[src/rtl/qcs_pkg.sv]
// Shared types and constants for the quorum completion scoreboard.
package qcs_pkg;

  localparam int MAX_PROCS = 16;
  localparam int PROC_W    = 4;
  localparam int SEQ_BITS  = 48;
  localparam int KIND_BITS = 4;
  localparam int QUORUM_W  = 5;
  localparam int STRIDE_W  = 16;
  localparam int CFG_IDX_W = 3;
  localparam int CFG_DATA_W = 16;

  // Result codes
  typedef enum logic [3:0] {
    OC_COUNTED      = 4'd0,
    OC_TRACKED      = 4'd1,
    OC_BROKEN       = 4'd2,
    OC_IGNORED      = 4'd3,
    OC_BROADCAST    = 4'd4,
    OC_FAILED       = 4'd5,
    OC_RESTARTED    = 4'd6,
    OC_ZERO_RESTART = 4'd7,
    OC_NOT_STARTED  = 4'd8
  } outcome_t;

  // Configuration register indexes
  typedef enum logic [CFG_IDX_W-1:0] {
    CFG_QUORUM_SIZE  = 3'd0,
    CFG_STRIDE       = 3'd1,
    CFG_OWN_KIND     = 3'd2,
    CFG_BCAST_KIND   = 3'd3,
    CFG_BCAST_ENABLE = 3'd4
  } cfg_reg_t;

  // Request opcode
  typedef enum logic {
    OP_ENTRY   = 1'b0,
    OP_RESTART = 1'b1
  } op_t;

  typedef struct packed {
    logic                 op;
    logic                 completion_ok;
    logic [KIND_BITS-1:0] entry_kind;
    logic [PROC_W-1:0]    proc_id;
    logic [SEQ_BITS-1:0]  seq_number;
  } qcs_in_t;

  typedef struct packed {
    outcome_t             outcome;
    logic [PROC_W-1:0]    proc_id_out;
    logic [QUORUM_W-1:0]  remaining;
    logic                 round_advanced;
    logic [SEQ_BITS-1:0]  round_id_out;
  } qcs_out_t;

  // Input stage to core
  typedef struct packed {
    logic    valid;
    qcs_in_t data;
  } qcs_req_t;

endpackage

[src/rtl/qcs_in_stage.sv]
// Input register stage of the scoreboard.
module qcs_in_stage
  import qcs_pkg::*;
(
  input  logic     clk,
  input  logic     rst_n,
  input  logic     in_valid,
  output logic     in_stall,
  input  qcs_in_t  in_data,
  input  logic     advance,
  output qcs_req_t req
);

  logic    in_valid_r;
  qcs_in_t in_data_r;

  // Holding a request that the core cannot take yet
  assign in_stall = in_valid_r && !advance;

  // Valid flag
  always_ff @(posedge clk) begin
    if (!rst_n) begin
      in_valid_r <= 1'b0;
    end else if (!in_stall) begin
      in_valid_r <= in_valid;
    end
  end

  // Payload, no reset
  always_ff @(posedge clk) begin
    if (!in_stall && in_valid) begin
      in_data_r <= in_data;
    end
  end

  assign req.valid = in_valid_r;
  assign req.data  = in_data_r;

endmodule

[src/rtl/qcs_core.sv]
// Scoreboard state, update logic, configuration and result register.
module qcs_core
  import qcs_pkg::*;
(
  input  logic                  clk,
  input  logic                  rst_n,
  input  logic                  cfg_wr_en,
  input  logic [CFG_IDX_W-1:0]  cfg_index,
  input  logic [CFG_DATA_W-1:0] cfg_wdata,
  input  qcs_req_t              req,
  output logic                  advance,
  output logic                  out_valid,
  input  logic                  out_stall,
  output qcs_out_t              out_data
);

  // Configuration
  logic [QUORUM_W-1:0]  quorum_r;
  logic [STRIDE_W-1:0]  stride_r;
  logic [KIND_BITS-1:0] own_kind_r;
  logic [KIND_BITS-1:0] bcast_kind_r;
  logic                 bcast_en_r;

  // Scoreboard state: per-process entries fall back to a common fill value
  // until written after the last fill.
  logic [SEQ_BITS-1:0]  seq_arr_r   [MAX_PROCS];
  logic [MAX_PROCS-1:0] entry_vld_r, entry_vld_nxt;
  logic [SEQ_BITS-1:0]  fill_val_r, fill_val_nxt;
  logic [SEQ_BITS-1:0]  round_r, round_nxt;
  logic [QUORUM_W-1:0]  count_r, count_nxt;
  logic                 started_r, started_nxt;

  logic                 out_valid_r;
  qcs_out_t             out_data_r, out_data_nxt;

  logic                 fire;
  logic                 arr_we;
  logic [SEQ_BITS-1:0]  arr_wdata;
  logic [SEQ_BITS-1:0]  stride_ext;
  logic [QUORUM_W-1:0]  eff_quorum;
  logic [SEQ_BITS-1:0]  cur_seq;
  logic                 chained;
  logic [SEQ_BITS-1:0]  stored;
  logic                 pid_ok;
  logic                 advanced;
  outcome_t             outcome;
  qcs_in_t              d;

  assign advance    = !out_valid_r || !out_stall;
  assign fire       = req.valid && advance;
  assign d          = req.data;
  assign stride_ext = {{(SEQ_BITS-STRIDE_W){1'b0}}, stride_r};
  assign eff_quorum = (quorum_r == '0) ? QUORUM_W'(1) : quorum_r;
  assign pid_ok     = (32'(d.proc_id) < MAX_PROCS);
  assign cur_seq    = entry_vld_r[d.proc_id] ? seq_arr_r[d.proc_id] : fill_val_r;
  assign chained    = ((cur_seq + stride_ext) == d.seq_number);
  assign stored     = chained ? d.seq_number : '0;

  // Configuration writes
  always_ff @(posedge clk) begin
    if (!rst_n) begin
      quorum_r     <= QUORUM_W'(1);
      stride_r     <= STRIDE_W'(1);
      own_kind_r   <= '0;
      bcast_kind_r <= KIND_BITS'(1);
      bcast_en_r   <= 1'b0;
    end else if (cfg_wr_en) begin
      unique case (cfg_reg_t'(cfg_index))
        CFG_QUORUM_SIZE:  quorum_r     <= cfg_wdata[QUORUM_W-1:0];
        CFG_STRIDE:       stride_r     <= cfg_wdata[STRIDE_W-1:0];
        CFG_OWN_KIND:     own_kind_r   <= cfg_wdata[KIND_BITS-1:0];
        CFG_BCAST_KIND:   bcast_kind_r <= cfg_wdata[KIND_BITS-1:0];
        CFG_BCAST_ENABLE: bcast_en_r   <= cfg_wdata[0];
        default: ;
      endcase
    end
  end

  // Next-state and result for the request in the input register
  always_comb begin
    entry_vld_nxt = entry_vld_r;
    fill_val_nxt  = fill_val_r;
    round_nxt     = round_r;
    count_nxt     = count_r;
    started_nxt   = started_r;
    arr_we        = 1'b0;
    arr_wdata     = stored;
    advanced      = 1'b0;
    outcome       = OC_IGNORED;
    if (d.op == OP_RESTART) begin
      if (d.seq_number == '0) begin
        outcome = OC_ZERO_RESTART;
      end else begin
        entry_vld_nxt = '0;
        fill_val_nxt  = d.seq_number - stride_ext;
        count_nxt     = eff_quorum;
        round_nxt     = d.seq_number;
        started_nxt   = 1'b1;
        outcome       = OC_RESTARTED;
      end
    end else if (!started_r) begin
      outcome = OC_NOT_STARTED;
    end else if (!d.completion_ok) begin
      outcome = OC_FAILED;
    end else if (d.entry_kind != own_kind_r) begin
      if (bcast_en_r && (d.entry_kind == bcast_kind_r)) begin
        entry_vld_nxt = '0;
        fill_val_nxt  = round_r;
        round_nxt     = round_r + stride_ext;
        count_nxt     = eff_quorum;
        advanced      = 1'b1;
        outcome       = OC_BROADCAST;
      end
    end else if (pid_ok) begin
      arr_we                 = 1'b1;
      entry_vld_nxt[d.proc_id] = 1'b1;
      if (stored == round_r) begin
        outcome = OC_COUNTED;
        if (count_r <= QUORUM_W'(1)) begin
          count_nxt = eff_quorum;
          round_nxt = round_r + stride_ext;
          advanced  = 1'b1;
        end else begin
          count_nxt = count_r - QUORUM_W'(1);
        end
      end else begin
        outcome = chained ? OC_TRACKED : OC_BROKEN;
      end
    end
    out_data_nxt.outcome        = outcome;
    out_data_nxt.proc_id_out    = d.proc_id;
    out_data_nxt.remaining      = count_nxt;
    out_data_nxt.round_advanced = advanced;
    out_data_nxt.round_id_out   = round_nxt;
  end

  // Control state
  always_ff @(posedge clk) begin
    if (!rst_n) begin
      entry_vld_r <= '0;
      fill_val_r  <= '0;
      round_r     <= '0;
      count_r     <= '0;
      started_r   <= 1'b0;
    end else if (fire) begin
      entry_vld_r <= entry_vld_nxt;
      fill_val_r  <= fill_val_nxt;
      round_r     <= round_nxt;
      count_r     <= count_nxt;
      started_r   <= started_nxt;
    end
  end

  // Per-process entries
  always_ff @(posedge clk) begin
    if (fire && arr_we) begin
      seq_arr_r[d.proc_id] <= arr_wdata;
    end
  end

  // Result register
  always_ff @(posedge clk) begin
    if (!rst_n) begin
      out_valid_r <= 1'b0;
    end else if (advance) begin
      out_valid_r <= req.valid;
    end
  end

  always_ff @(posedge clk) begin
    if (fire) begin
      out_data_r <= out_data_nxt;
    end
  end

  assign out_valid = out_valid_r;
  assign out_data  = out_data_r;

endmodule

[src/rtl/quorum_completion_scoreboard.sv]
// Top level of the quorum completion scoreboard.
//
//  Channel  Direction  Handshake               Payload
//  in_      input      in_valid / in_stall     qcs_in_t   (one request)
//  out_     output     out_valid / out_stall   qcs_out_t  (one result per request)
//  cfg_     input      cfg_wr_en               cfg_index, cfg_wdata
//
// The result passes through the input register and then the result register; one
// request per cycle is sustained while out_stall is low, as the core updates its state for every request it takes.
// Synchronous active-low reset clears the scoreboard; fills on restart and
// broadcast take effect at once through per-process valid bits.
// An output stall holds the result register and then the input register.
module quorum_completion_scoreboard
  import qcs_pkg::*;
(
  input  logic                  clk,
  input  logic                  rst_n,
  input  logic                  in_valid,
  output logic                  in_stall,
  input  qcs_in_t               in_data,
  output logic                  out_valid,
  input  logic                  out_stall,
  output qcs_out_t              out_data,
  input  logic                  cfg_wr_en,
  input  logic [CFG_IDX_W-1:0]  cfg_index,
  input  logic [CFG_DATA_W-1:0] cfg_wdata
);

  qcs_req_t req;
  logic     advance;

  qcs_in_stage u_in (
    .clk      (clk),
    .rst_n    (rst_n),
    .in_valid (in_valid),
    .in_stall (in_stall),
    .in_data  (in_data),
    .advance  (advance),
    .req      (req)
  );

  qcs_core u_core (
    .clk       (clk),
    .rst_n     (rst_n),
    .cfg_wr_en (cfg_wr_en),
    .cfg_index (cfg_index),
    .cfg_wdata (cfg_wdata),
    .req       (req),
    .advance   (advance),
    .out_valid (out_valid),
    .out_stall (out_stall),
    .out_data  (out_data)
  );

endmodule

[config.mk]
export PLATFORM = sky130hd
export DESIGN_NAME = quorum_completion_scoreboard
export DESIGN_NICKNAME = d
export VERILOG_FILES = /design/src/rtl/qcs_pkg.sv /design/src/rtl/qcs_in_stage.sv /design/src/rtl/qcs_core.sv /design/src/rtl/quorum_completion_scoreboard.sv
export SDC_FILE = /design/constraint.sdc
export NUM_CORES = 2
export LEC_CHECK = 0
export BUFFER_PORTS_ARGS = -buffer_cell sky130_fd_sc_hd__buf_2
export CAP_MARGIN = 20
export CORE_MARGIN = 2
export CORE_UTILIZATION = 40
export CTS_CLUSTER_DIAMETER = 80
export DETAILED_ROUTE_END_ITERATION = 7
export HOLD_SLACK_MARGIN = 0.15
export PLACE_DENSITY = 0.63
export SYNTH_ARGS = -nofsm -noshare
export SYNTH_HDL_FRONTEND = slang
export SYNTH_SLANG_ARGS = --single-unit
export TNS_END_PERCENT = 10
[constraint.sdc]
create_clock -name clk -period 17.3 [get_ports clk]
set_input_delay 5.19 -clock clk [delete_from_list [all_inputs] [get_ports clk]]
set_output_delay 5.19 -clock clk [all_outputs]
set_load 0.03 [all_outputs]
==> results.txt <==
----------------------------------------------------
[Status]
  Result of the run ... complete, no violations

[Synth]
  Syn avg cell area ... around 14 µm²
  Primary FF master, synth ... sky130_fd_sc_hd__edfxtp_1
  Sequential fraction of the synthesis area ... 62.2%
  Number of synthesized flops with an enable pin ... 888
  Biggest area contributors in the synthesized netlist ... sky130_fd_sc_hd__edfxtp_1, sky130_fd_sc_hd__mux4_2, sky130_fd_sc_hd__dfxtp_1, sky130_fd_sc_hd__nand2_1, sky130_fd_sc_hd__xnor2_1
  Synth cell count leaders ... sky130_fd_sc_hd__edfxtp_1, sky130_fd_sc_hd__nand2_1, sky130_fd_sc_hd__nor2_1
  Fraction of registers with async set or reset after synthesis ... 0%
  Most common cell in the synthesized netlist ... sky130_fd_sc_hd__edfxtp_1
  Yosys warnings ... 0
  Summed instance area of the synthesized netlist ... around 48000 µm²
  Number of flip-flops and latches in the synthesized netlist ... 1042
  Net Count, Synth ... 3630
  Cell type with the largest total area after synthesis ... sky130_fd_sc_hd__edfxtp_1
  Distinct cell type count of the synthesized netlist ... 94
  Area share of the leading cell type in the synthesized netlist ... between 50% and 60%
  Post-synthesis instance total ... roughly 3500

[Global route]
  Antenna violations before repair ... 6
  First-pass GRT wire length ... 207 mm
  Maximum number of pins on one net before global-route repair ... 145
  Vias in the first global route ... 30600
  Overall fraction of global-route tracks in use ... 23.0%
  Remaining Overflow, GRT ... 0

[Clock tree]
  CTS buffer count ... 109
  # clock sinks ... 1042
  H-Tree Level Count ... 3
  CTS root buf ... sky130_fd_sc_hd__clkbuf_16
  Post-CTS setup-driven buffer insertion count ... 0
  Max Root-Sink Buffers ... 3
  TritonCTS clock tree ... built
  Skew-Pair Late Insertion Delay ... 0.73 ns
  Resized Gates After CTS ... 0
  Cts hold-fix bufs ... 0
  Clk pin slew, worst setup/hold paths ... 0.06 ns

[Setup path]
  Path type of the worst setup path ... reg2reg
  Data required, critical path ... 17.84 ns
  Most numerous cell on the critical path ... sky130_fd_sc_hd__nand2_1
  Delay of the slowest cell on the worst path ... 1.04 ns
  Data arrival, critical path ... between 10 and 15 ns
  Endpoint of the worst register-to-register path ... u_core.round_r[3]
  Startpoint Class ... flop
  Critical Path Slowest Stage Cell ... sky130_fd_sc_hd__nor2_1
  Crit-path cells ... buf_4, mux4_2, mux4_2, nand2_1, nand2_1, ha_1, a21oi_1, o21ai_0, a221oi_1, nor2b_1, nand2_1, nand4b_1, xnor2_1, a2111oi_0, and4bb_2, and4_4, a21boi_0, or4_1, or4_1, o21ai_0, buf_4, nand3_1, nor2_1, a221oi_1
  Flop-to-flop setup slack ... 6.28 ns
  Maximum fanout along the worst path ... 69
  Worst reg-to-reg path cell count ... 24
  Sort of element at the end of the critical path ... flop

[Drt]
  Number of optimization iterations in the first detailed-route pass ... 7
  ANT nets after route ... 0
  Detail-routed net length per standard cell ... 27.0 µm
  DRC violation total after the first TritonRoute iteration ... 3863
  Remaining design rule violation count ... 0
  Number of vias per cell ... 6.02
  Final wirelength ... around 140 mm
  Total number of vias ... 31800

[Hold path]
  Endpoint of the worst hold path ... u_core.entry_vld_r[6]
  Path class of the lowest-slack min-delay path ... reg2reg
  Worst Hold Depth ... 2
  Worst Min Path Start ... u_core.entry_vld_r[6]

[Place]
  Port Buffer Count ... about 150
  Post-DP HPWL ... 88.3 mm
  Worst slack at placement ... 6.34 ns
  Post-placement cell area ... 50400 µm²
  Weighted congestion reported at the end of routability-driven placement ... 0.953
  Number of cells after detailed placement ... 5082

[STA]
  Fin Setup TNS ... 0 ns
  Unrepaired setup endpoints after global routing ... false
  Max-slew violation total from the final report ... 0
  Final setup slack of the worst path ... 6.28 ns
  Shortest period the worst path allows ... about 11 ns
  Share of the clock period used by the worst path after layout ... 63.7%
  Max Clock Freq ... 90.7 MHz
  Final Hold Viols ... 0
  Number of endpoints failing setup at the final stage ... 0
  Final setup skew ... 0.0497 ns
  Worst-case headroom to the max-slew limit ... around 22%
  Measured slew at the worst slew-check pin ... 1.16 ns

[Floorplanning]
  Starting utilization of the core area ... about two fifths
  Die span in x ... 350 µm
  Placement row count ... 126
  Die ar. ... between 100000 and 150000 µm²
  Count of pins on the block boundary ... 146
  Core Box Area ... 118000 µm²
  Vertical die dimension ... between 300 and 400 µm

[Cells and area]
  Final cell area excluding filler cells ... 53900 µm²
  Fraction of layout instances using a drive strength above 1 ... 17.9%
  Area occupied by multi-input gates ... 16900 µm²
  Final non-filler cell total ... 5286
  Number of nets in the layout ... 3730
  Area of all sequential standard cells ... 29800 µm²
  Fill cell total of the finished layout ... 10300
  Fin util ... 45.5%
  Post-synthesis to final-layout area growth ... 12.7%

[Pwr]
  Total power density per cell area ... 101 nW/µm²
  VDD IR-drop max ... 0.0837 mV
  Total leakage power ... 19.6 nW

[Job]
  Count of max-cap constraint violations ... 0

----------------------------------------------------
-- layout by cell type, fill, tap and decap left out, types with 14 or more instances in the layout --
cell                        count
sky130_fd_sc_hd__a211oi_1      35
sky130_fd_sc_hd__a21boi_0      21
sky130_fd_sc_hd__a21oi_1      125
sky130_fd_sc_hd__a221oi_1      20
sky130_fd_sc_hd__a22oi_1       79
sky130_fd_sc_hd__a31oi_1       26
sky130_fd_sc_hd__and2_1        47
sky130_fd_sc_hd__and3_1        24
sky130_fd_sc_hd__buf_2        144
sky130_fd_sc_hd__buf_4         79
sky130_fd_sc_hd__clkbuf_1      23
sky130_fd_sc_hd__clkbuf_16    110
sky130_fd_sc_hd__clkinv_1      25
sky130_fd_sc_hd__dfxtp_1      151
sky130_fd_sc_hd__edfxtp_1     888
sky130_fd_sc_hd__ha_1          50
sky130_fd_sc_hd__inv_1         97
sky130_fd_sc_hd__mux2i_1       63
sky130_fd_sc_hd__mux4_2       212
sky130_fd_sc_hd__nand2_1      304
sky130_fd_sc_hd__nand2b_1      18
sky130_fd_sc_hd__nand3_1      113
sky130_fd_sc_hd__nand4_1       48
sky130_fd_sc_hd__nor2_1       199
sky130_fd_sc_hd__nor2_4        14
sky130_fd_sc_hd__nor2b_1       14
sky130_fd_sc_hd__nor3_1        74
sky130_fd_sc_hd__nor4_1        42
sky130_fd_sc_hd__nor4b_1       14
sky130_fd_sc_hd__o211ai_1      49
sky130_fd_sc_hd__o21a_1        16
sky130_fd_sc_hd__o21ai_0      111
sky130_fd_sc_hd__o31ai_1       16
sky130_fd_sc_hd__or3_1         20
sky130_fd_sc_hd__xnor2_1       96
sky130_fd_sc_hd__xor2_1        36
-- final cells by class --
type / count / share of cell area, %
sequential: 1042 / 55.2
multi-input combinational: 2116 / 31.3
clock buffer: 136 / 5.34
tap: 1600 / 3.71
timing repair buffer: 225 / 2.51
clock inverter: 63 / 1.20
inverter: 101 / 0.710
antenna: 3 / 0.0139
-- worst max-delay path, delay by kind of cell (launching register included) --
family          cells  cell delay (ns)
xor+xnor            1             0.16
compound gates      7             2.05
buf+inv             2             1.14
simple gates       11             5.00
fa+ha+maj           1             0.35
flops               1             0.94
mux                 2             1.12
-- per-layer routing --
layer	global-route usage [%]	vias to the layer above	part of all wire, %
met5	0	-	0
met1	32.0	16000	41
li1	-	13800	-
met2	36.2	1679	46
met3	3.64	306	9.1
met4	9.08	0	3.9
-- kinds of logic (layout without fill, tap and decap cells) --
logic type	Yosys count	count (layout)	synth area share (%)
simple gates	1005	1005	10.3
other cells	0	3	0
fa+ha+maj	53	53	1.43
mux	279	279	11.4
flops	1042	1042	62.2
compound gates	647	647	9.37
xor+xnor	132	132	2.42
buf+inv	337	525	2.85
-- where the power goes --
group          switching (W)  leakage, nW  total, W  internal, W
logic               0.000225         6.56  0.000349     0.000124
registers          0.0000626         11.3   0.00279      0.00272
clock network        0.00100         1.69   0.00230      0.00129
total                0.00129         19.6   0.00543      0.00414
-- stage by stage --
stage	hold WS (ns)	power, W
after floorplan	0.431	0.00305
after global placement	0.445	0.00318
after detailed placement	0.457	0.00318
after CTS	0.471	0.00547
after global routing	0.493	0.00560
final	0.463	0.00543
-- registers in the layout, indices dropped and copies added (netlist names), named ones only --
signal               flops
u_core.bcast_en_r        1
u_core.bcast_kind_r      4
u_core.count_r           5
u_core.entry_vld_r      16
u_core.fill_val_r       48
u_core.out_data         62
u_core.out_valid         1
u_core.own_kind_r        4
u_core.quorum_r          5
u_core.round_r          48
u_core.seq_arr_r       768
u_core.started_r         1
u_core.stride_r         16
u_in.in_valid_r          1
u_in.req                58
-- how the worst max path moves through the flow --
stage / startpoint / endpoint / slack (ns) / cells past startpoint
after global routing: flop / u_core.round_r[4] / 5.65 / 24
after CTS: flop / u_core.round_r[14] / 6.34 / 24
after global placement: out_stall / in_stall / 6.44 / 3
after detailed placement: flop / u_core.round_r[14] / 6.34 / 24
final: flop / u_core.round_r[3] / 6.28 / 24
after floorplan: out_stall / in_stall / 6.58 / 1
(Power assumes the default switching activity.)
